`config.mk`:
```
export PLATFORM = sky130hd
export DESIGN_NAME = gne_ram
export DESIGN_NICKNAME = d
export VERILOG_FILES = /design/src/hdl/assert_macros.svh /design/src/hdl/gne_ram.sv
export SDC_FILE = /design/constraint.sdc
export NUM_CORES = 2
export LEC_CHECK = 0
export ABC_AREA = 1
export BUFFER_PORTS_ARGS = -buffer_cell sky130_fd_sc_hd__buf_2
export CAP_MARGIN = 10
export CORE_MARGIN = 3
export CORE_UTILIZATION = 45
export CTS_CLUSTER_DIAMETER = 40
export DETAILED_ROUTE_END_ITERATION = 12
export PLACE_DENSITY = 0.63
export SLEW_MARGIN = 20
export SYNTH_ARGS = -nofsm -noshare
export SYNTH_HDL_FRONTEND = slang
export SYNTH_SLANG_ARGS = --single-unit
```
`constraint.sdc`:
```
create_clock -name clk -period 1.8 [get_ports clk]
set_input_delay 0 -clock clk [delete_from_list [all_inputs] [get_ports clk]]
set_output_delay 0 -clock clk [all_outputs]
set_load 0.02 [all_outputs]
```
`src/hdl/assert_macros.svh`:
```
// assertion macros used by gradient_noise_eval_top
// no dependencies; define ASSERT_OFF to compile them out
`ifndef ASSERT_MACROS_SVH
`define ASSERT_MACROS_SVH
`ifndef ASSERT_OFF
`define ASSERT_CLK(lbl, clk, rstn, prop, msg) \
	lbl: assert property (@(posedge clk) disable iff (!rstn) prop) else $error(msg);
`define ASSERT_IMPL(lbl, clk, rstn, ante, cons, msg) \
	lbl: assert property (@(posedge clk) disable iff (!rstn) (ante) |-> (cons)) else $error(msg);
`define ASSERT_NEXT(lbl, clk, rstn, ante, cons, msg) \
	lbl: assert property (@(posedge clk) disable iff (!rstn) (ante) |=> (cons)) else $error(msg);
`else
`define ASSERT_CLK(lbl, clk, rstn, prop, msg)
`define ASSERT_IMPL(lbl, clk, rstn, ante, cons, msg)
`define ASSERT_NEXT(lbl, clk, rstn, ante, cons, msg)
`endif
`endif

```
`src/hdl/gne_ram.sv`:
```
// generic single write port ram with registered read
// no dependencies
`default_nettype none
module gne_ram #(
	parameter int WIDTH = 8,
	parameter int DEPTH = 256,
	localparam int AW = $clog2(DEPTH)
) (
	input  wire logic             clk,
	input  wire logic             we,
	input  wire logic [AW-1:0]    waddr,
	input  wire logic [WIDTH-1:0] wdata,
	input  wire logic [AW-1:0]    raddr,
	output logic      [WIDTH-1:0] rdata
);
	logic [WIDTH-1:0] mem [DEPTH];

	always_ff @(posedge clk) begin
		if (we) begin
			mem[waddr] <= wdata;
		end
		rdata <= mem[raddr];
	end
endmodule
`default_nettype wire

```
## Word level (Yosys, flattened, before mapping)

Memory sizes are Yosys's and may differ from the RTL's. A register that Yosys moved wholly into a read port is not among the register bits.
Index checks and enable logic that the tools add are counted.
Widths: inputs -> output; s select.

| operators by class | value |
|---|---|
| add/sub/neg operators | 0 |
| order comparisons | 0 |
| multipliers | 0 |
| equality and inequality tests | 0 |
| shift-type cells | 0 |
| bitwise gates (word level) | 0 |
| divide/modulo/power cells | 0 |
| muxes and demuxes | 2 |
| reductions and logical operators | 0 |

Operators by type and width:

| kind | count |
|---|---|
| $mux 1 | 2 |

| word-level totals | value |
|---|---|
| output and inout port bits | 8 |
| word-level logic and storage cells | 3 |
| ROM bits | 0 |
| memories | 1 |
| input bits | 26 |
| latch bits | 0 |
| RAM bits | 2048 |
| flip-flop bits (word level) | 0 |

Memories:

| memory | words | width | rd ports | clocked after Yosys merged registers in | write ports | RTL line | text |
|---|---|---|---|---|---|---|---|
| mem | 256 | 8 | 1 | 1 | 1 | gne_ram.sv:16 | `logic [WIDTH-1:0] mem [DEPTH];` |

## Longest topological paths before layout

| logic depth | value |
|---|---|
| depth after elaboration | 2 |
| mapped depth | 15 |
| mapped depth without buffers | 11 |

## Worst setup path after synthesis

Ideal clock, no wire load.

| path | value |
|---|---|
| path kind | input to register |
| from | input port we |
| to | memory mem[162][0], enable pin |
| path slack | 0.309 ns |
| data arrival time | 1.121 ns |
| stages | 4 |
| library setup time | 0.370 ns |
| path through | clkbuf_1 > nand3_1 > clkbuf_1 > nor2_1 |

| on the way | value |
|---|---|
| longest elaborated chain between the ends | 2 |

Ends and longest elaborated chain:

| element | RTL line | text |
|---|---|---|
| start, declared | gne_ram.sv:10 | `input wire logic we,` |
| $mux 1 | gne_ram.sv:19 | `if (we) begin` |
| $mux 1 (not written as such) | gne_ram.sv:20 | `mem[waddr] <= wdata;` |
| end, declared | gne_ram.sv:16 |  |

Every way passes these cells.

## Worst setup path in the final report

| path | value |
|---|---|
| from | input port waddr[5] |
| to | memory mem[131][1], enable pin |

RTL lines:

| element | RTL line | text |
|---|---|---|
| start, declared | gne_ram.sv:11 | `input wire logic [AW-1:0] waddr,` |

No word-level cell before the write port.

==> results.toml <==
[drt]
vias = 57387
avgRoutedWirePerCell_um = 23.4
totalWireLength_um = 239000
viasPerCell = 5.62
drtIter0Drc = 6700
drt-pass1-iter-count = 7
drc = 0
ant_nets = 0

[die]
rows = 157
design.core.area_um2 = 184000
die_y_um = 436
start_util_pct = 45.4
die-area_um2 = 191000
ios = 34
dieWidth_um = 436

[clock_tree]
cts_htree_levels = 5
cts_tree = "done"
cts-root-buf = "clkbuf_16"
clk_path_buf_depth = 4
cts.sinks = 2056
clk_pin_slew_worst_paths_ps = 50
clkLatencyLatePin_ps = 920
cts_made_buffers = 281
post_cts_buffers = 0

[worst_setup_path]
endpoint_kind = "flop"
criticalPathCategory = "in -> reg"
worstReg2RegEnd = "rdata[3]$_DFF_P_"
critPathArrivalTime_ps = 2430
critPathMaxFanout = 8
required_ps = 2410
r2r_cells = 10
r2r_start = "mem[37][3]$_DFFE_PP_"
worstSetupStartpointType = "primary input"
rrSetupSlack_ps = -10

[hold_path]
holdPathStages = 2
hp-start = "wdata[4]"
hold_end = "mem[68][4]$_DFFE_PP_"
holdCritPathClass = "in -> reg"

[synth]
synth_cell_type_count = 14
ys_seq_elements = 2056
ys_warn_count = 0
avgSynthCellArea_um2 = 11.9
synth.net_count = 7029
ys_seq_area_share_pct = 73.9
synthCells = 7003
netlist_area_um2 = 83400

[finish]
finish.utilization_pct = 54.9
fin_area_um2 = 101000
drive_gt1_share_pct = 15.6
area_delta_synth_final_pct = 20.9
fin_nets = 7569

[timing]
setup_viol = 9
whs_ps = 55.3
finalSetupTns_ps = -99.0
relSlewSlack_pct = 40.9
finalClockSkew_ps = 35.1
tightest_slew_ps = 886
rsz0062_at_grt = "true"
layout_setup_ws_ps = -15.9
period_share_pct = 101
max_freq_mhz = 551
maxSlewViolCount = 0
hold_violations = 0
period_minus_slack_ps = 1820

[placement]
io_buffers = 33
dp_hpwl_um = 147000
place_worst_setup_slack_ps = -550
place_area_um2 = 91200
gp_congestion = 0.924

[grt]
antenna_found_initial = 8
grt_overflow = 0
grt_start_max_net_pins = 75
grt_usage_pct = 24.7
grt_pass1_wl_um = 354000
grt_pass1_vias = 55660

[flow_run]
drv_cap = 0

[power]
power.leakage_nw = 36.4
ir_drop_v = 0.000916
cellPowerDensity_nw_per_um2 = 1130

[outcome]
status = "finished, violations left"
violations = "negative setup slack"
-- cell families after synthesis --
family | count (synthesis) | synth area share (%)
buf+inv | 522 | 3.12
flops | 2056 | 73.9
simple gates | 4425 | 22.9
-- timing repair --
item	4_1_cts	5_1_grt
cloned	0	1
endpoints found under the hold margin	2212	0
pin swaps	0	1
hold buffers	27	0
setup endpoints to repair	6	89
gates resized for setup	16	46
-- layout by cell type (no fill, tap or decap) --
cell type,count
nand3_4,2
clkbuf_16,287
clkinvlp_4,30
inv_6,29
nand2_2,9
nor2_1,274
nand2_4,2
clkinv_1,25
nor2_2,8
buf_6,5
clkinv_8,2
bufinv_16,28
inv_8,10
edfxtp_1,2048
dfxtp_1,8
nand2_1,2112
inv_2,1
diode_2,5
buf_4,540
clkinv_4,15
inv_16,1
buf_2,20
buf_8,11
clkinv_2,33
nor2_4,1
nand3_1,1982
dlymetal6s4s_1,1
clkbuf_1,28
buf_12,137
nand3_2,35
dlygate4sd3_1,25
inv_1,34
inv_4,1
-- worst max-delay path by stage --
stage / endpoint / cells after the start / start / slack, ps
4_1_cts: rdata[2]$_DFF_P_ / 11 / mem[12][2]$_DFFE_PP_ / 0.6
6_report: mem[131][1]$_DFFE_PP_ / 8 / waddr[5] / -20
2_1_floorplan: mem[162][0]$_DFFE_PP_ / 4 / we / 310
5_1_grt: rdata[2]$_DFF_P_ / 10 / mem[229][2]$_DFFE_PP_ / -20
3_5_place_dp: rdata[2]$_DFF_P_ / 13 / raddr[0] / -550
3_3_place_gp: rdata[2]$_DFF_P_ / 13 / raddr[0] / -570
-- cells in the mapped netlist, drive strengths merged --
cell,number,share of area (%)
clkbuf,112,0.50
nand2,2123,9.6
buf,371,2.4
edfxtp,2048,74
nand3,2019,12
nor2,283,1.3
inv,39,0.18
dfxtp,8,0.19
-- per-layer routing --
metal | vias up | wire [um] | track usage, %
li1 | 26043 | - | -
met1 | 28076 | 94100 | 33.6
met2 | 2720 | 113000 | 39.3
met3 | 544 | 21200 | 4.02
met4 | 4 | 10700 | 11.1
met5 | - | 23 | 0
-- sequential cells by signal (all words and copies together) (netlist names) --
register,count
rdata,8
mem,2048
-- stage by stage --
step / power, mW / instances
final: 114 / 10213
after global routing: 117 / 10210
after detailed placement: 60.6 / 9697
after floorplan: 57.1 / 7003
after CTS: 114 / 10208
after global placement: 60.6 / 9697
-- critical path, stage by stage --
cell	delay, ps
dlygate4sd3_1	540
buf_2	170
nor2_1	210
dlygate4sd3_1	630
nand2_1	200
buf_4	240
nor2_1	210
buf_4	220
-- power breakdown --
part | switching (mW) | internal, mW
registers | 0.0620 | 52.8
clock network | 20.7 | 33.3
logic | 4.87 | 2.13
-- final cells by class --
type,instances,area [um2]
fill,15010,82800
sequential,2056,61700
antenna,5,12.5
multi-input combinational,4425,19400
clock buffer,314,7260
tap,2464,3080
clock inverter,170,1830
inverter,39,180
timing repair buffer,740,7410
Note: power is estimated with default switching activity, not from simulation.
