$ cat src/hdl/assert_macros.svh
// assertion macros used by gradient_noise_eval_top
// no dependencies; define ASSERT_OFF to compile them out
`ifndef ASSERT_MACROS_SVH
`define ASSERT_MACROS_SVH
`ifndef ASSERT_OFF
`define ASSERT_CLK(lbl, clk, rstn, prop, msg) \
	lbl: assert property (@(posedge clk) disable iff (!rstn) prop) else $error(msg);
`define ASSERT_IMPL(lbl, clk, rstn, ante, cons, msg) \
	lbl: assert property (@(posedge clk) disable iff (!rstn) (ante) |-> (cons)) else $error(msg);
`define ASSERT_NEXT(lbl, clk, rstn, ante, cons, msg) \
	lbl: assert property (@(posedge clk) disable iff (!rstn) (ante) |=> (cons)) else $error(msg);
`else
`define ASSERT_CLK(lbl, clk, rstn, prop, msg)
`define ASSERT_IMPL(lbl, clk, rstn, ante, cons, msg)
`define ASSERT_NEXT(lbl, clk, rstn, ante, cons, msg)
`endif
`endif

$ cat src/hdl/gne_pkg.sv
// constants, codes and types of the gradient noise evaluator
// used by every module of the block but gne_ram
`default_nettype none
package gne_pkg;
	localparam int TBL_DEPTH = 256;
	localparam int TBL_AW = 8;
	localparam int FRAC_BITS = 16;
	localparam int COORD_W = 32;
	localparam int GRAD_W = 16;
	localparam int OFS_W = FRAC_BITS + 1;
	localparam int FADE_W = FRAC_BITS + 1;
	localparam int INNER_W = 28;
	localparam int DOT_SHIFT = 8;
	localparam int OUT_W = 17;
	localparam int CORNER_W = 3;
	localparam int CNT_W = 4;
	localparam logic [CNT_W-1:0] MAX_CORNERS = 4'd8;

	localparam logic FUNC_EVAL = 1'b0;
	localparam logic FUNC_LOAD = 1'b1;

	localparam logic [1:0] CFG_TABLE_SIZE = 2'd0;
	localparam logic [1:0] CFG_DIMENSIONS = 2'd1;

	localparam logic [1:0] DIM_1D = 2'd1;
	localparam logic [1:0] DIM_2D = 2'd2;
	localparam logic [1:0] DIM_3D = 2'd3;

	typedef enum logic [2:0] {
		ST_IDLE,
		ST_HASH,
		ST_GRAD,
		ST_LMUL,
		ST_LADD,
		ST_OUT
	} state_t;
endpackage
`default_nettype wire

$ cat src/hdl/gne_dot.sv
// corner dot product: three registered products, then sum and scale
// depends on gne_pkg
`default_nettype none
module gne_dot import gne_pkg::*; (
	input  wire logic                       clk,
	input  wire logic                       arst_n,
	input  wire logic                       vld,
	input  wire logic        [CORNER_W-1:0] corner,
	input  wire logic signed [OFS_W-1:0]    rx,
	input  wire logic signed [OFS_W-1:0]    ry,
	input  wire logic signed [OFS_W-1:0]    rz,
	input  wire logic signed [GRAD_W-1:0]   gx,
	input  wire logic signed [GRAD_W-1:0]   gy,
	input  wire logic signed [GRAD_W-1:0]   gz,
	output logic                            vld_s2,
	output logic             [CORNER_W-1:0] corner_s2,
	output logic signed      [INNER_W-1:0]  dot
);
	localparam int PW = OFS_W + GRAD_W;
	localparam int SW = PW + 2;

	logic signed [PW-1:0] px_s2, py_s2, pz_s2;
	logic signed [SW-1:0] sum;

	always_ff @(posedge clk or negedge arst_n) begin
		if (!arst_n) begin
			vld_s2 <= 1'b0;
		end else begin
			vld_s2 <= vld;
		end
	end

	always_ff @(posedge clk) begin
		corner_s2 <= corner;
		px_s2 <= rx * gx;
		py_s2 <= ry * gy;
		pz_s2 <= rz * gz;
	end

	assign sum = SW'(px_s2) + SW'(py_s2) + SW'(pz_s2);
	// floor to 23 fraction bits
	assign dot = INNER_W'($signed(sum[SW-1:DOT_SHIFT]));
endmodule
`default_nettype wire

$ cat config.mk
export PLATFORM = sky130hd
export DESIGN_NAME = gne_dot
export DESIGN_NICKNAME = d
export VERILOG_FILES = /design/src/hdl/assert_macros.svh /design/src/hdl/gne_pkg.sv /design/src/hdl/gne_dot.sv
export SDC_FILE = /design/constraint.sdc
export NUM_CORES = 2
export LEC_CHECK = 0
export BUFFER_PORTS_ARGS = -buffer_cell sky130_fd_sc_hd__buf_2
export CORE_MARGIN = 3
export CORE_UTILIZATION = 50
export DETAILED_ROUTE_END_ITERATION = 7
export MAX_ROUTING_LAYER = met4
export PLACE_DENSITY = 0.67
export SLEW_MARGIN = 20
export SYNTH_ARGS = -nofsm -noshare
export SYNTH_HDL_FRONTEND = slang
export SYNTH_SLANG_ARGS = --single-unit
export TNS_END_PERCENT = 20
$ cat constraint.sdc
create_clock -name clk -period 8.15 [get_ports clk]
set_clock_uncertainty 0.1 [all_clocks]
set_input_delay 0.815 -clock clk [delete_from_list [all_inputs] [get_ports clk]]
set_output_delay 0.815 -clock clk [all_outputs]
set_load 0.005 [all_outputs]
* Word level (Yosys, flattened, before mapping)
Cells that the tools add are included.
** Storage, ports and cells
- Output and inout bits :: 32
- Logic and storage cells :: 10
- Flip-flop bits (word level) :: 103
- Input port bits :: 105
** Cells by class
- Multipliers :: 3
- $add $sub $neg :: 2
** Operators by type and width (number)
- $mul 17x16->33 :: 3
- $add 34x33->35 :: 1
- $add 33x33->34 :: 1

* Logic depth before layout (Yosys ltp)
- Depth in word-level cells :: 2
- Mapped depth :: 24
- Depth with buffers taken out :: 22

* Least setup slack after synthesis
OpenSTA, ideal clock, no wires.
- Kind :: input port to flip-flop
- From :: input port gx[7]
- To :: register px_s2[31]
- Path slack :: 1485 ps
- Buffers on the path :: 2
- Arrival time :: 6493 ps
- Cell stages on the path :: 24
- Library setup time :: 72 ps
- Path through :: clkbuf_1 > clkbuf_1 > nand2_1 > fa_1 > inv_1 > fa_1 > inv_1 > fa_1 > inv_1 > fa_1 > fa_1 > inv_1 > fa_1 > inv_1 > ha_1 > nand3_2 > nor2_1 > a21o_1 > a21o_1 > or2_1 > a2111o_1 > a31o_1 > a21oi_2 > xnor2_1
** On the way
- Word-level cells in the longest chain between the ends :: 1
** Ends and longest elaborated chain
- from (decl) :: line gne_dot.sv:12 : input wire logic signed [GRAD_W-1:0] gx,
- $mul 17x16->33 :: line gne_dot.sv:35 : px_s2 <= rx * gx;
- to (signal assigned) :: line gne_dot.sv:35
- to (decl) :: line gne_dot.sv:22 : logic signed [PW-1:0] px_s2, py_s2, pz_s2;
Every way passes these cells.

* Worst setup path in the final report
- From :: input port gx[1]
- To :: register px_s2[31]
The elaborated chain is that of the path after synthesis.

==> results.sh <==
export IMPL_finalCritPeriodShare=0.807
export IMPL_worst_path_buf_inv=4
export IMPL_dpl_hpwl_mm=65.3
export IMPL_ys_ff_latch=103
export IMPL_core_um2=68700
export IMPL_ant_nets=0
export IMPL_synth_edf_count=0
export IMPL_max_stage_delay_ns=0.90
export IMPL_max_freq_ghz=0.152
export IMPL_cts_sinks=103
export IMPL_postSynthCellCount=3672
export IMPL_drtIter0Drc=993
export IMPL_synthToLayoutAreaGrowth_pct=4.89
export IMPL_synth_area_um2=34700
export IMPL_final_area_um2=36400
export IMPL_period_needed_ns=6.57
export IMPL_cp_top_family="adder cells"
export IMPL_yosys_area_top_type_share=0.495
export IMPL_regArea_um2=2070
export IMPL_ys_seq_area_frac=0.0595
export IMPL_routed_wl_mm=77.0
export IMPL_worstPathRequired_ns=8.34
export IMPL_antenna_found_initial=1
export IMPL_place_area_um2=36200
export IMPL_die_h_um=270
export IMPL_synthTopCellsByArea="fa_1 50%, ha_1 10%, inv_1 9.9%"
export IMPL_overflow=0
export IMPL_synthesis_nets=4922
export IMPL_die_area_um2=72700
export IMPL_die_w_um=270
export IMPL_timing_slew_headroom=0.622
export IMPL_fin_util=0.531
export IMPL_start_util=0.506
export IMPL_ctsLongestPathBuffers=2
export IMPL_clk_pin_slew_worst_paths_ns=0.08
export IMPL_setup_viol=0
export IMPL_gp_congestion=0.882
export IMPL_cpMostUsedCell="fa_1"
export IMPL_hold_violations=0
export IMPL_final_nets=4957
export IMPL_num_antenna_cells=0
export IMPL_synth_top_flop_cell="dfxtp_1"
export IMPL_nFillCells=6323
export IMPL_worstMarginPinSlew_ns=0.567
export IMPL_grt_pass1_vias=25972
export IMPL_path_max_fanout=17
export IMPL_routedWlPerCell_um=16.6
export IMPL_cp_arrival_ns=6.76
export IMPL_numPortBuffers=136
export IMPL_max_cap_viol_count=0
export IMPL_start_kind="input pin"
export IMPL_grt_setup_unrepaired="false"
export IMPL_synthDistinctLibCells=67
export IMPL_cts_tree="yes"
export IMPL_globalRouteTotalUtil=0.232
export IMPL_grt_max_degree=19
export IMPL_root_buffer="clkbuf_16"
export IMPL_rows=96
export IMPL_hold_slack_ns=0.126
export IMPL_io_pin_count=137
export IMPL_synth_avg_cell_area_um2=9.46
export IMPL_layout_drive_gt1_share=0.0501
export IMPL_holdBufCountCts=0
export IMPL_grt_pass1_wl_mm=132
export IMPL_min_path_type="input pin to async pin"
export IMPL_criticalPathCategory="input pin to flop"
export IMPL_cts_htree_levels=3
export IMPL_slowest_stage="fa_1"
export IMPL_setup_tns_ns=0
export IMPL_slew_violations=0
export IMPL_outcome="finished clean"
export IMPL_via_count=23582
export IMPL_route_detailed_drc=0
export IMPL_ctsResizeCount=0
export IMPL_cts_setup_buffers=0
export IMPL_crit_chain="buf_2 -> nand2_1 -> inv_1 -> fa_1 -> fa_1 -> fa_1 -> fa_1 -> fa_1 -> inv_1 -> fa_1 -> inv_1 -> ha_1 -> and4_1 -> and3_1 -> nand3_1 -> o21ai_2 -> a2111o_1 -> a31o_1 -> a21oi_2 -> xnor2_1"
export IMPL_yosysWarningCount=0
export IMPL_dr_pass1_iters=5
export IMPL_multi_input_area_um2=28800
export IMPL_async_flop_share=0.00971
export IMPL_synth_area_leader_cell="fa_1"
export IMPL_vias_per_cell=5.08
export IMPL_numCtsBuffers=9
export IMPL_cp_end_kind="flop"
registers in the layout (all words and copies together) (netlist names):
| name | cells |
|---|---|
| corner_s2 | 3 |
| vld_s2 | 1 |
| py_s2 | 33 |
| pz_s2 | 33 |
| px_s2 | 33 |
metrics by stage:
stage | setup slack (ns) | instances
floorplan | 1.48 | 3672
global placement | 1.31 | 4627
detailed placement | 1.21 | 4627
CTS | 1.58 | 4643
global route | 1.25 | 4643
finish | 1.58 | 4643
cells in the mapped netlist (3+ instances only):
cell type and number:
o21bai_1 12, a211o_1 4, nand3_1 16, nor3_1 7, ha_1 285, clkbuf_1 108
nand2b_1 24, and2_1 393, a2111oi_0 3, inv_1 913, a21oi_2 6, nand4_1 10
o31ai_1 3, fa_1 860, o21a_1 14, dfxtp_1 102, a21o_1 39, xnor2_1 104
a21oi_1 94, o21ai_0 45, nand2_1 412, or2_2 4, a211oi_1 13, nor4_1 4
and3_1 8, a31oi_1 10, xor2_1 33, and4_1 4, o211ai_2 4, o21ai_1 8
nor2b_1 7, nor2_1 79
cell type report:
class | instances | share of cell area
multi-input cells | 2544 | 0.791
inverters | 913 | 0.0940
flip-flops and latches | 103 | 0.0567
well taps | 931 | 0.0320
repair buffers | 136 | 0.0187
clock buffers | 10 | 0.00628
clock inverters | 6 | 0.00141
cells in the final DEF, fill, tap and decap left out, drive strengths merged, types with 2 or more instances in the layout:
cell type	instances
dfxtp	102
fa	860
a2111o	2
nor4	4
nor2b	7
o311ai	3
o21a	14
a31oi	10
a21oi	100
nand4	10
a2111oi	4
or2	5
o31ai	6
o21ai	54
a221oi	3
o31a	2
a211o	4
nand2	412
clkbuf	10
nor2	80
ha	285
a31o	4
o21bai	12
inv	917
o21ba	2
and2	393
nand2b	24
a21o	39
and3	8
o211ai	5
and4	5
a211oi	13
nor3	7
clkinv	2
xnor2	104
nand3	17
buf	136
xor2	33
layer usage:
| layer | up-vias | share of wire | GRT usage |
|---|---|---|---|
| met3 | 86 | 0.052 | 0.0292 |
| li1 | 10848 | - | - |
| met1 | 12118 | 0.44 | 0.313 |
| met2 | 530 | 0.49 | 0.381 |
| met5 | - | 0 | - |
| met4 | 0 | 0.020 | 0.0442 |
final timing paths:
check / startpoint / to / slack, ns / cells after the start
max: gx[1] / px_s2[31] / 1.58 / 20
max in group asynchronous: arst_n / vld_s2 / 7.74 / 1
min: arst_n / vld_s2 / 0.13 / 1
min in group clk: corner[0] / corner_s2[0] / 0.46 / 1
cells by family after synthesis:
| family | synth area share |
|---|---|
| XOR/XNOR | 0.0345 |
| adder cells (fa/ha/maj) | 0.598 |
| AND/OR/NAND/NOR | 0.141 |
| flip-flops | 0.0595 |
| buffers and inverters | 0.111 |
| AO/OA/AOI/OAI | 0.0565 |
Power is left out: the tool's default activity adds up to more than one toggle a clock period on the data nets, which glitch-free logic cannot reach.
