==> config.mk <==
export PLATFORM = sky130hd
export DESIGN_NAME = gne_fade
export DESIGN_NICKNAME = d
export VERILOG_FILES = /design/src/hdl/assert_macros.svh /design/src/hdl/gne_pkg.sv /design/src/hdl/gne_fade.sv
export SDC_FILE = /design/constraint.sdc
export NUM_CORES = 1
export LEC_CHECK = 0
export ABC_AREA = 0
export ABC_CLOCK_PERIOD_IN_PS = 10100
export BUFFER_PORTS_ARGS = -buffer_cell sky130_fd_sc_hd__buf_2
export CAP_MARGIN = 20
export CORE_UTILIZATION = 35
export CTS_CLUSTER_SIZE = 16
export DETAILED_ROUTE_END_ITERATION = 16
export PLACE_DENSITY_LB_ADDON = 0.2
export REMOVE_ABC_BUFFERS = 1
export SYNTH_ARGS = -nofsm -noshare
export SYNTH_HDL_FRONTEND = slang
export SYNTH_SLANG_ARGS = --single-unit
==> constraint.sdc <==
create_clock -name clk -period 10.1 [get_ports clk]
set_input_delay 2.02 -clock clk [delete_from_list [all_inputs] [get_ports clk]]
set_output_delay 2.02 -clock clk [all_outputs]
set_load 0.01 [all_outputs]
==> src/hdl/assert_macros.svh <==
// assertion macros used by gradient_noise_eval_top
// no dependencies; define ASSERT_OFF to compile them out
`ifndef ASSERT_MACROS_SVH
`define ASSERT_MACROS_SVH
`ifndef ASSERT_OFF
`define ASSERT_CLK(lbl, clk, rstn, prop, msg) \
	lbl: assert property (@(posedge clk) disable iff (!rstn) prop) else $error(msg);
`define ASSERT_IMPL(lbl, clk, rstn, ante, cons, msg) \
	lbl: assert property (@(posedge clk) disable iff (!rstn) (ante) |-> (cons)) else $error(msg);
`define ASSERT_NEXT(lbl, clk, rstn, ante, cons, msg) \
	lbl: assert property (@(posedge clk) disable iff (!rstn) (ante) |=> (cons)) else $error(msg);
`else
`define ASSERT_CLK(lbl, clk, rstn, prop, msg)
`define ASSERT_IMPL(lbl, clk, rstn, ante, cons, msg)
`define ASSERT_NEXT(lbl, clk, rstn, ante, cons, msg)
`endif
`endif

==> src/hdl/gne_pkg.sv <==
// constants, codes and types of the gradient noise evaluator
// used by every module of the block but gne_ram
`default_nettype none
package gne_pkg;
	localparam int TBL_DEPTH = 256;
	localparam int TBL_AW = 8;
	localparam int FRAC_BITS = 16;
	localparam int COORD_W = 32;
	localparam int GRAD_W = 16;
	localparam int OFS_W = FRAC_BITS + 1;
	localparam int FADE_W = FRAC_BITS + 1;
	localparam int INNER_W = 28;
	localparam int DOT_SHIFT = 8;
	localparam int OUT_W = 17;
	localparam int CORNER_W = 3;
	localparam int CNT_W = 4;
	localparam logic [CNT_W-1:0] MAX_CORNERS = 4'd8;

	localparam logic FUNC_EVAL = 1'b0;
	localparam logic FUNC_LOAD = 1'b1;

	localparam logic [1:0] CFG_TABLE_SIZE = 2'd0;
	localparam logic [1:0] CFG_DIMENSIONS = 2'd1;

	localparam logic [1:0] DIM_1D = 2'd1;
	localparam logic [1:0] DIM_2D = 2'd2;
	localparam logic [1:0] DIM_3D = 2'd3;

	typedef enum logic [2:0] {
		ST_IDLE,
		ST_HASH,
		ST_GRAD,
		ST_LMUL,
		ST_LADD,
		ST_OUT
	} state_t;
endpackage
`default_nettype wire

==> src/hdl/gne_fade.sv <==
// two stage fade curve s = t*t*(3-2t) in fixed point
// depends on gne_pkg
`default_nettype none
module gne_fade import gne_pkg::*; (
	input  wire logic                 clk,
	input  wire logic [FRAC_BITS-1:0] t,
	output logic      [FADE_W-1:0]    s
);
	localparam logic [FRAC_BITS+1:0] THREE = (FRAC_BITS+2)'(3 << FRAC_BITS);

	logic [2*FRAC_BITS-1:0] sq;
	logic [FRAC_BITS-1:0]   t2_s1;
	logic [FRAC_BITS-1:0]   t_s1;
	logic [FRAC_BITS+1:0]   k;
	logic [2*FRAC_BITS+1:0] prod;

	assign sq = t * t;
	assign k = THREE - {1'b0, t_s1, 1'b0};
	assign prod = t2_s1 * k;

	always_ff @(posedge clk) begin
		t2_s1 <= sq[2*FRAC_BITS-1:FRAC_BITS];
		t_s1 <= t;
		s <= prod[FRAC_BITS+FADE_W-1:FRAC_BITS];
	end
endmodule
`default_nettype wire

-- Word level (Yosys, flattened, before mapping)
Index checks and enable logic that the tools add are counted.
- RAM bits: 0
- bits of input ports: 17
- bits in latches: 0
- logic and storage cells: 6
- output and inout port bits: 17
- memories: 0
- ROM bits: 0
- bits in registers: 49
- bitwise logic cells: 0
- add/subtract/negate cells: 1
- reduce and logical (&&, ||, !) cells: 0
- divide/modulo/power cells: 0
- multiplexer cells: 0
- shift operators: 0
- equal/unequal tests: 0
- $mul: 2
- order comparisons: 0
- operators with widths (operator ; count):
    $mul A16 B18 Y33 ; 1
    $mul A16 B16 Y32 ; 1
    $sub A18 B17 Y18 const A ; 1

-- Depth between registers and ports, before layout
Gate-level depths: netlist (run 1).
- depth in word-level cells: 2
- depth in mapped cells: 30
- mapped depth without buffers: 28

-- Worst setup path after synthesis (run 1)
Ideal clock, no wire load.
- kind: input port to flip-flop
- start: in t[1]
- end: reg t2_s1[15]
- library setup time: 125 ps
- buffers on the path: 2
- stages on the path: 23
- path slack: 2555 ps
- data arrival time: 7419 ps
- data required time: 9975 ps
- cell sequence: buf_2 > clkbuf_1 > nand2_1 > fa_1 > inv_1 > fa_1 > inv_1 > fa_1 > inv_1 > fa_1 > inv_1 > fa_1 > fa_1 > inv_1 > ha_1 > o21a_1 > nor2_2 > and3b_1 > a211oi_4 > a21oi_2 > and3_4 > a2111oi_4 > xnor2_1
- longest elaborated chain between the ends: 1
- RTL lines (element ; RTL line ; text):
    start: declaration ; gne_fade.sv:6 ; input wire logic [FRAC_BITS-1:0] t,
    $mul A16 B16 Y32 ; gne_fade.sv:17 ; assign sq = t * t;
    named net sq[31] ; gne_fade.sv:11 ; logic [2*FRAC_BITS-1:0] sq;
    end signal: assignment ; gne_fade.sv:22 ; t2_s1 <= sq[2*FRAC_BITS-1:FRAC_BITS];
    end: declaration ; gne_fade.sv:12 ; logic [FRAC_BITS-1:0] t2_s1;
The timed path passes the listed nets, and every way through them passes these cells.

-- Worst setup path after layout (run 1)
- start: reg t_s1[0]
- end: reg s[12]
- longest elaborated chain between the ends: 2
- RTL lines (element ; RTL line ; text):
    start: declaration ; gne_fade.sv:13 ; logic [FRAC_BITS-1:0] t_s1;
    start signal: assignment ; gne_fade.sv:23 ; t_s1 <= t;
    $sub A18 B17 Y18 ; gne_fade.sv:18 ; assign k = THREE - {1'b0, t_s1, 1'b0};
    $mul A16 B18 Y33 ; gne_fade.sv:19 ; assign prod = t2_s1 * k;
    named net prod[28] ; gne_fade.sv:15 ; logic [2*FRAC_BITS+1:0] prod;
    end signal: assignment ; gne_fade.sv:24 ; s <= prod[FRAC_BITS+FADE_W-1:FRAC_BITS];
    end: declaration ; gne_fade.sv:7 ; output logic [FADE_W-1:0] s
The timed path passes the listed nets, and every way through them passes these cells.

==> results of run 1 <==
path summary, 6_finish.rpt:
check | depth (start not counted) | to | slack (ns)
worst max-delay path | 25 | s[12] | 2.02
worst min-delay path | 5 | s[16] | 1.01
worst max register to register | 25 | s[12] | 2.02
worst min register to register | 5 | s[16] | 1.01
final cells by class:
cell class | instances | area, µm² | share of cell area, %
Clock inverter | 2 | 16.3 | 0.0923
Clock buffer | 5 | 125 | 0.710
Inverter | 509 | 1910 | 10.8
Timing Repair Buffer | 37 | 195 | 1.11
Sequential cell | 49 | 981 | 5.57
Tap cell | 607 | 759 | 4.31
Multi-Input combinational cell | 1222 | 13600 | 77.4
state kept, by name (all words and copies together) (netlist names):
signal  cells
t_s1       16
t2_s1      16
s          17
through the flow:
stage	std cells	worst slack (ns)	cell area, µm²
floorplan	1780	2.91	16400
global placement	2424	1.92	17500
global route	2431	1.51	17600
CTS	2431	1.84	17600
finish	2431	2.02	17600
detailed placement	2424	1.86	17500
routing by layer:
| metal | vias up | GRT usage (%) | share of wire [%] |
|---|---|---|---|
| met1 | 5634 | 24.9 | 48 |
| met5 | - | 0 | 0 |
| li1 | 5314 | - | - |
| met3 | 25 | 2.58 | 4.6 |
| met4 | 0 | 2.92 | 1.0 |
| met2 | 239 | 28.5 | 46 |
cell families after synthesis:
logic type               count (synthesis)  synth area share [%]
AO/OA/AOI/OAI                           93                  3.95
AND/OR/NAND/NOR                        501                  14.8
flip-flops                              49                  5.89
XOR/XNOR                                59                  3.10
adder cells (fa/ha/maj)                567                  59.3
multiplexers                             2                 0.128
buffers and inverters                  564                  12.8
critical path: cells and delay by family (launching register included):
family / cells / cell delay [ns]
flops: 1 / 0.81
simple gates: 5 / 0.73
compound gates: 7 / 1.68
fa+ha+maj: 8 / 3.67
buf+inv: 4 / 0.25
xor+xnor: 1 / 0.80
Yosys cell counts (2+ instances only):
cell type,count
a211oi_1,6
a211oi_2,2
a21o_1,11
a21oi_1,27
a21oi_2,4
a31o_2,2
a31oi_1,4
and2_1,173
and3_1,6
buf_2,5
clkbuf_1,49
dfxtp_1,49
fa_1,371
ha_1,196
inv_1,509
nand2_1,233
nand2b_1,6
nand3_1,10
nand4_1,6
nor2_1,34
nor2b_1,5
nor3_1,10
nor4_1,3
o211ai_1,2
o21a_1,2
o21ai_0,13
o21ai_1,2
o21ai_2,2
o21bai_1,6
or2_2,2
or3_1,4
xnor2_1,36
xor2_1,23
==> run_results.csv, run 1 <==
group,metric,value,unit
run_status,status,"finished, violations left",
run_status,violations,"design-rule violations",
synthesis,ys_ff_latch,49,
synthesis,yosysSeqAreaShare,5.89,%
place,portBuffers,33,
floorplan,core,46800,µm²
clock_network,postCtsHoldBufs,0,
synthesis,synth_enable_flop_cells,0,
timing,fmax,124,MHz
critical_path,worstSetupEndpointType,"flop",
timing,tightest_slew,1.10,ns
finish,diodes,0,
finish,final_cell_mix,"inv_1 (509), fa_1 (371), nand2_1 (233), ha_1 (196), and2_1 (173)",
critical_path,critPathKind,"reg -> reg",
place,dp_hpwl,31900,µm
timing,finalClockSkew,0.0110,ns
timing,final.period_utilization,80.0,%
place,routabilityCongestion,0.825,
finish,drive_above_1_share,4.33,%
global_routing,grt_pass1_wl,65600,µm
global_routing,grt-ovfl-total,0,
synthesis,yosysUniqueCellTypes,55,
synthesis,postSynthCellCount,1835,
timing,tns,0,ns
clock_network,clockBufferDepth,2,
global_routing,grt_pass1_vias,12200,
synthesis,synthTopCellsByArea,"fa_1 (45%), ha_1 (15%), inv_1 (11%), and2_1 (6.5%), dfxtp_1 (5.9%)",
timing,post-route-min-period,8.08,ns
synthesis,synth_ff_type,"dfxtp_1",
floorplan,start_util,35.6,%
synthesis,synth_warnings,0,
critical_path,critPathLaunch,"t_s1[0]",
drt,viasPerCell,4.61,
clock_network,cts.sinks,49,
clock_network,path_clk_slew,0.07,ns
critical_path,path_max_fanout,18,
clock_network,cts_tree,"built",
min_path,min_from,"t_s1[15]",
synthesis,syn_area,16600,µm²
drt,routed_wl,39400,µm
floorplan,dieWidth,220,µm
finish,syn_to_final_growth,5.85,%
critical_path,path_common_cell,"fa_1",
floorplan,rows,79,
clock_network,cts_buffers,5,
critical_path,critPathArrivalTime,8.29,ns
timing,grt_setup_unrepaired,"false",
finish,n_fill_cell,4825,
timing,setup_violations,0,
timing,timing.hold.ws,1.01,ns
global_routing,antenna_found_initial,0,
drt,first_iter_violations,600,
synthesis,avgSynthCellArea,9.07,µm²
floorplan,die_height,220,µm
clock_network,cts_root_buf,"clkbuf_16",
critical_path,start_kind,"flop",
synthesis,async_flop_share,0,%
timing,maxSlewViolCount,0,
job,cap_viol_max_count,0,
drt,drt_pass1_iterations,11,
min_path,worstHoldPathType,"reg -> reg",
clock_network,cts.htree.levels,2,
finish,nets,2408,
drt,vias,11200,
clock_network,cts_setup_buffers,0,
critical_path,max_stage_delay,0.81,ns
critical_path,cp.required,10.31,ns
clock_network,cts_resized,0,
synthesis,synth_top_area_cell,"fa_1",
critical_path,reg2reg_from,"t_s1[0]",
drt,ant_nets,0,
critical_path,crit_slowest_cell,"dfxtp_1",
timing,hold_viol_final,0,
finish,utilization,37.7,%
drt,routedWlPerCell,16.2,µm
floorplan,io_pins,34,
clock_network,clock_latency,0.32,ns
floorplan,fp.dieArea,48400,µm²
timing,maxSlewHeadroom,26.4,%
drt,drc,4,
synthesis,synth_top_area_share,44.6,%
global_routing,grt_util_all_layers,17.5,%
global_routing,grt_max_degree,20,
finish,final_common_cell,"inv_1",
Power of run 1 is not shown: default switching activity piles up to over one toggle a cycle in this logic, so the estimate is an artifact.
==> inputs of run 2 (changes only) <==
--- a/config.mk
+++ b/config.mk
@@ -6,7 +6,7 @@
 export NUM_CORES = 1
 export LEC_CHECK = 0
 export ABC_AREA = 0
-export ABC_CLOCK_PERIOD_IN_PS = 10100
+export ABC_CLOCK_PERIOD_IN_PS = 7500
 export BUFFER_PORTS_ARGS = -buffer_cell sky130_fd_sc_hd__buf_2
 export CAP_MARGIN = 20
 export CORE_UTILIZATION = 35
==> constraint.sdc (replaced) <==
create_clock -name clk -period 7.5 [get_ports clk]
set_input_delay 1.5 -clock clk [delete_from_list [all_inputs] [get_ports clk]]
set_output_delay 1.5 -clock clk [all_outputs]
set_load 0.01 [all_outputs]
==> run_results.csv, run 2 (synthesized netlist as in run 1, its figures left out) <==
group,metric,value,unit
drt,routed_wl,38100,µm
global_routing,grt_pass1_wl,64100,µm
timing,maxSlewViolCount,0,
floorplan,start_util,35.6,%
critical_path,start_kind,"flop",
timing,finalClockSkew,0.0110,ns
floorplan,io_pins,34,
floorplan,die_height,220,µm
critical_path,critPathKind,"reg -> reg",
timing,final.period_utilization,95.8,%
drt,vias,11300,
clock_network,cts_tree,"built",
place,portBuffers,33,
global_routing,antenna_found_initial,1,
drt,viasPerCell,4.58,
min_path,min_from,"t_s1[15]",
place,routabilityCongestion,0.817,
critical_path,reg2reg_from,"t_s1[8]",
drt,drt_pass1_iterations,11,
finish,largest-register,"s",
critical_path,path_max_fanout,12,
timing,fmax,139,MHz
global_routing,use_met1,24.0,%
clock_network,path_clk_slew,0.08,ns
drt,routedWlPerCell,15.4,µm
global_routing,gr-usage-met2,28.4,%
floorplan,rows,79,
critical_path,critPathLaunch,"t_s1[8]",
clock_network,cts.sinks,49,
critical_path,critPathArrivalTime,7.41,ns
critical_path,worstSetupEndpointType,"flop",
global_routing,grt_max_degree,19,
floorplan,dieWidth,220,µm
finish,top_regs,"s x17, t2_s1 x16, t_s1 x16",
finish,drive_above_1_share,6.01,%
clock_network,clockBufferDepth,2,
timing,tightest_slew,0.807,ns
drt,drc,4,
global_routing,grt_util_met3,1.34,%
finish,final_cell_mix,"inv_1 (509), fa_1 (371), nand2_1 (233), ha_1 (196), and2_1 (173)",
clock_network,cts.htree.levels,2,
critical_path,reg2reg_slack,0.31,ns
finish,nets,2446,
timing,grt_setup_unrepaired,"true",
critical_path,cp.required,7.73,ns
drt,first_iter_violations,500,
finish,n_fill_cell,4757,
global_routing,grt-ovfl-total,0,
finish,diodes,0,
global_routing,grt_busiest_layer,"met2",
clock_network,cts_root_buf,"clkbuf_16",
drt,ant_nets,0,
finish,final_common_cell,"inv_1",
run_status,violations,"design-rule violations",
run_status,status,"finished, violations left",
global_routing,grt_pass1_vias,12400,
job,cap_viol_max_count,0,
timing,hold_viol_final,0,
clock_network,clock_latency,0.31,ns
timing,post-route-min-period,7.19,ns
finish,syn_to_final_growth,7.33,%
floorplan,fp.dieArea,48400,µm²
clock_network,cts_buffers,5,
timing,tns,0,ns
place,dp_hpwl,33000,µm
timing,maxSlewHeadroom,46.1,%
finish,largest_register_ffs,17,
timing,setup_violations,0,
global_routing,grt_util_all_layers,16.9,%
floorplan,core,46800,µm²
min_path,worstHoldPathType,"reg -> reg",
run 2: through the flow:
step                util (%)  area (µm²)  cells  setup slack [ns]  hold WS (ns)
CTS                     38.1       17800   2469             0.234          1.08
detailed placement      37.8       17700   2461            0.0772          1.06
global placement        37.8       17700   2461             0.174          1.05
finish                  38.2       17900   2470             0.314          1.08
floorplan                  -       16400   1780             0.628         0.712
global route            38.2       17900   2470           -0.0459          1.12
run 2: path summary, 6_finish.rpt:
| path | endpoint | cells after the start |
|---|---|---|
| max | s[14] | 25 |
| min | s[16] | 5 |
| max reg2reg | s[14] | 25 |
| min reg2reg | s[16] | 5 |
run 2: repair_timing:
action / in CTS / in global routing
gates resized for setup: 0 / 6
hold buffers: 0 / 0
setup endpoints to repair: 0 / 8
buffers inserted: 0 / 1
endpoints found under the hold margin: 0 / 0
run 2: final cells by class:
type | count | area, µm² | area share, %
tap | 607 | 759 | 4.25
multi-input combinational | 1222 | 13600 | 76.0
clock buffer | 5 | 125 | 0.700
inverter | 509 | 1910 | 10.7
clock inverter | 3 | 25.0 | 0.140
sequential | 49 | 981 | 5.49
timing repair buffer | 75 | 480 | 2.69
run 2: layer usage:
| layer | share of wire, % | routed length (µm) |
|---|---|---|
| met1 | 49 | 18700 |
| met2 | 47 | 17900 |
| met3 | 2.8 | 1080 |
| met4 | 0.99 | 377 |
| met5 | 0 | 0 |
run 2: critical path, stage by stage, from the launching register on:
cell and delay (ns):
dfxtp_1 0.35, or4_4 0.56, or3_4 0.37, nor2_1 0.17, xnor2_2 0.13, buf_4 0.21
and2_1 0.18, fa_1 0.54, inv_1 0.05, fa_1 0.48, inv_1 0.05, fa_1 0.49
fa_1 0.50, fa_1 0.49, inv_1 0.05, fa_1 0.47, inv_1 0.04, ha_1 0.31
or3_1 0.34, o21ai_0 0.14, a211oi_1 0.10, buf_4 0.16, o21ai_1 0.18, a21oi_1 0.13
or4_1 0.51, o2111ai_1 0.11
Power of run 2 is left out for the same reason.
==> inputs of run 3 (changes only) <==
--- a/config.mk
+++ b/config.mk
@@ -9,7 +9,7 @@
 export ABC_CLOCK_PERIOD_IN_PS = 7500
 export BUFFER_PORTS_ARGS = -buffer_cell sky130_fd_sc_hd__buf_2
 export CAP_MARGIN = 20
-export CORE_UTILIZATION = 35
+export CORE_UTILIZATION = 50
 export CTS_CLUSTER_SIZE = 16
 export DETAILED_ROUTE_END_ITERATION = 16
 export PLACE_DENSITY_LB_ADDON = 0.2
==> run_results.csv, run 3 (synthesized netlist as in run 1, its figures left out) <==
group,metric,value,unit
finish,final_cell_mix,"inv_1 (509), fa_1 (371), nand2_1 (233), ha_1 (196), and2_1 (173)",
clock_network,path_clk_slew,0.08,ns
global_routing,grt_util_all_layers,23.0,%
critical_path,reg2reg_slack,0.39,ns
critical_path,crit_slowest_cell,"fa_1",
drt,ant_nets,0,
timing,grt_setup_unrepaired,"false",
clock_network,clockBufferDepth,2,
timing,fmax,141,MHz
clock_network,cts.sinks,49,
critical_path,critPathKind,"reg -> reg",
floorplan,core,32600,µm²
critical_path,crit_family,"adder cells",
critical_path,r2r_end,"s[16]",
critical_path,crit_buf_inv,3,
timing,finalClockSkew,0.0135,ns
finish,largest_register_ffs,17,
timing,tightest_slew,0.825,ns
critical_path,r2r_cells,24,
global_routing,antenna_found_initial,0,
critical_path,reg2reg_from,"t_s1[5]",
timing,tns,0,ns
drt,viasPerCell,4.96,
critical_path,critPathArrivalTime,7.31,ns
drt,routedWlPerCell,15.7,µm
place,post-place-ws,0.152,ns
floorplan,io_pins,34,
floorplan,fp.dieArea,34000,µm²
drt,vias,11400,
drt,drt_pass1_iterations,5,
finish,largest-register,"s",
critical_path,path_common_cell,"fa_1",
timing,post-route-min-period,7.11,ns
clock_network,cts_root_buf,"clkbuf_16",
drt,routed_wl,36100,µm
finish,n_fill_cell,3003,
critical_path,worstSetupEndpointType,"flop",
clock_network,cts_buffers,5,
clock_network,cts_tree,"built",
place,dp_hpwl,31000,µm
critical_path,cp.required,7.70,ns
global_routing,grt_pass1_vias,12400,
clock_network,cts.htree.levels,2,
min_path,min_from,"t2_s1[15]",
timing,maxSlewViolCount,0,
run_status,status,"complete, no violations",
global_routing,grt-ovfl-total,0,
timing,final.period_utilization,94.8,%
critical_path,path_max_fanout,5,
clock_network,clock_latency,0.31,ns
finish,diodes,0,
floorplan,dieWidth,184,µm
floorplan,rows,66,
min_path,min_path_cells,3,
clock_network,postCtsHoldBufs,0,
clock_network,cts_resized,0,
timing,setup_violations,0,
timing,maxSlewHeadroom,44.6,%
job,cap_viol_max_count,0,
place,routabilityCongestion,0.884,
clock_network,cts_setup_buffers,0,
finish,nets,2436,
global_routing,grt_pass1_wl,61300,µm
min_path,worstHoldPathType,"reg -> reg",
critical_path,cp_cell_sequence,"nor4_1, nand2_1, or3_4, nor2_1, xnor2_1, nand2_1, fa_1, fa_1, fa_1, inv_1, fa_1, fa_1, inv_1, fa_1, inv_1, ha_1, nand3_1, o41ai_1, a31oi_1, a21oi_2, a21oi_2, o311ai_2, a21oi_1, xnor2_1",
finish,final_common_cell,"inv_1",
finish,syn_to_final_growth,5.52,%
floorplan,die_height,184,µm
critical_path,start_kind,"flop",
timing,finalWorstSetupSlack,0.389,ns
finish,drive_above_1_share,5.23,%
critical_path,max_stage_delay,0.54,ns
floorplan,start_util,51.0,%
drt,first_iter_violations,402,
finish,top_regs,"s x17, t2_s1 x16, t_s1 x16",
timing,hold_viol_final,0,
place,portBuffers,33,
min_path,hold_path_end,"s[16]",
drt,drc,0,
global_routing,grt_max_degree,20,
-- run 3: tightest hold or removal path, stage by stage (launching register included) --
cell and delay (ns):
dfxtp_1 0.54, nand2_1 0.17, xnor2_1 0.14, xnor2_1 0.17
-- run 3: worst max-delay path by stage --
stage	start	to	slack [ns]	depth (start not counted)
after detailed placement	t[3]	t2_s1[15]	0.15	22
after global placement	t[7]	t2_s1[15]	0.23	19
after CTS	t_s1[5]	s[12]	0.30	24
final	t_s1[5]	s[16]	0.39	24
after global routing	t_s1[5]	s[16]	0.02	24
after floorplan	t_s1[8]	s[16]	0.63	23
-- run 3: cell type report --
class	count	area, µm²	share of cell area, %
Multi-Input combinational cell	1222	13600	77.1
Inverter	509	1910	10.9
Sequential cell	49	981	5.58
Tap cell	442	553	3.15
Timing Repair Buffer	65	405	2.31
Clock buffer	5	125	0.712
Clock inverter	3	43.8	0.249
-- run 3: metal layers --
metal,routed length [µm],global-route usage (%),vias up
li1,-,-,5375
met5,0,0,-
met3,1490,2.23,28
met1,16600,31.3,5751
met4,370,3.67,0
met2,17600,40.3,238
-- run 3: per-stage QoR --
stage	area (µm²)	instances	utilization (%)	hold WS (ns)
after global routing	17600	2295	53.9	1.10
after detailed placement	17400	2287	53.3	1.05
final	17600	2295	53.9	1.05
after global placement	17400	2287	53.3	1.02
after floorplan	16400	1780	-	0.712
after CTS	17600	2295	53.8	1.06
Power of run 3 is left out for the same reason.
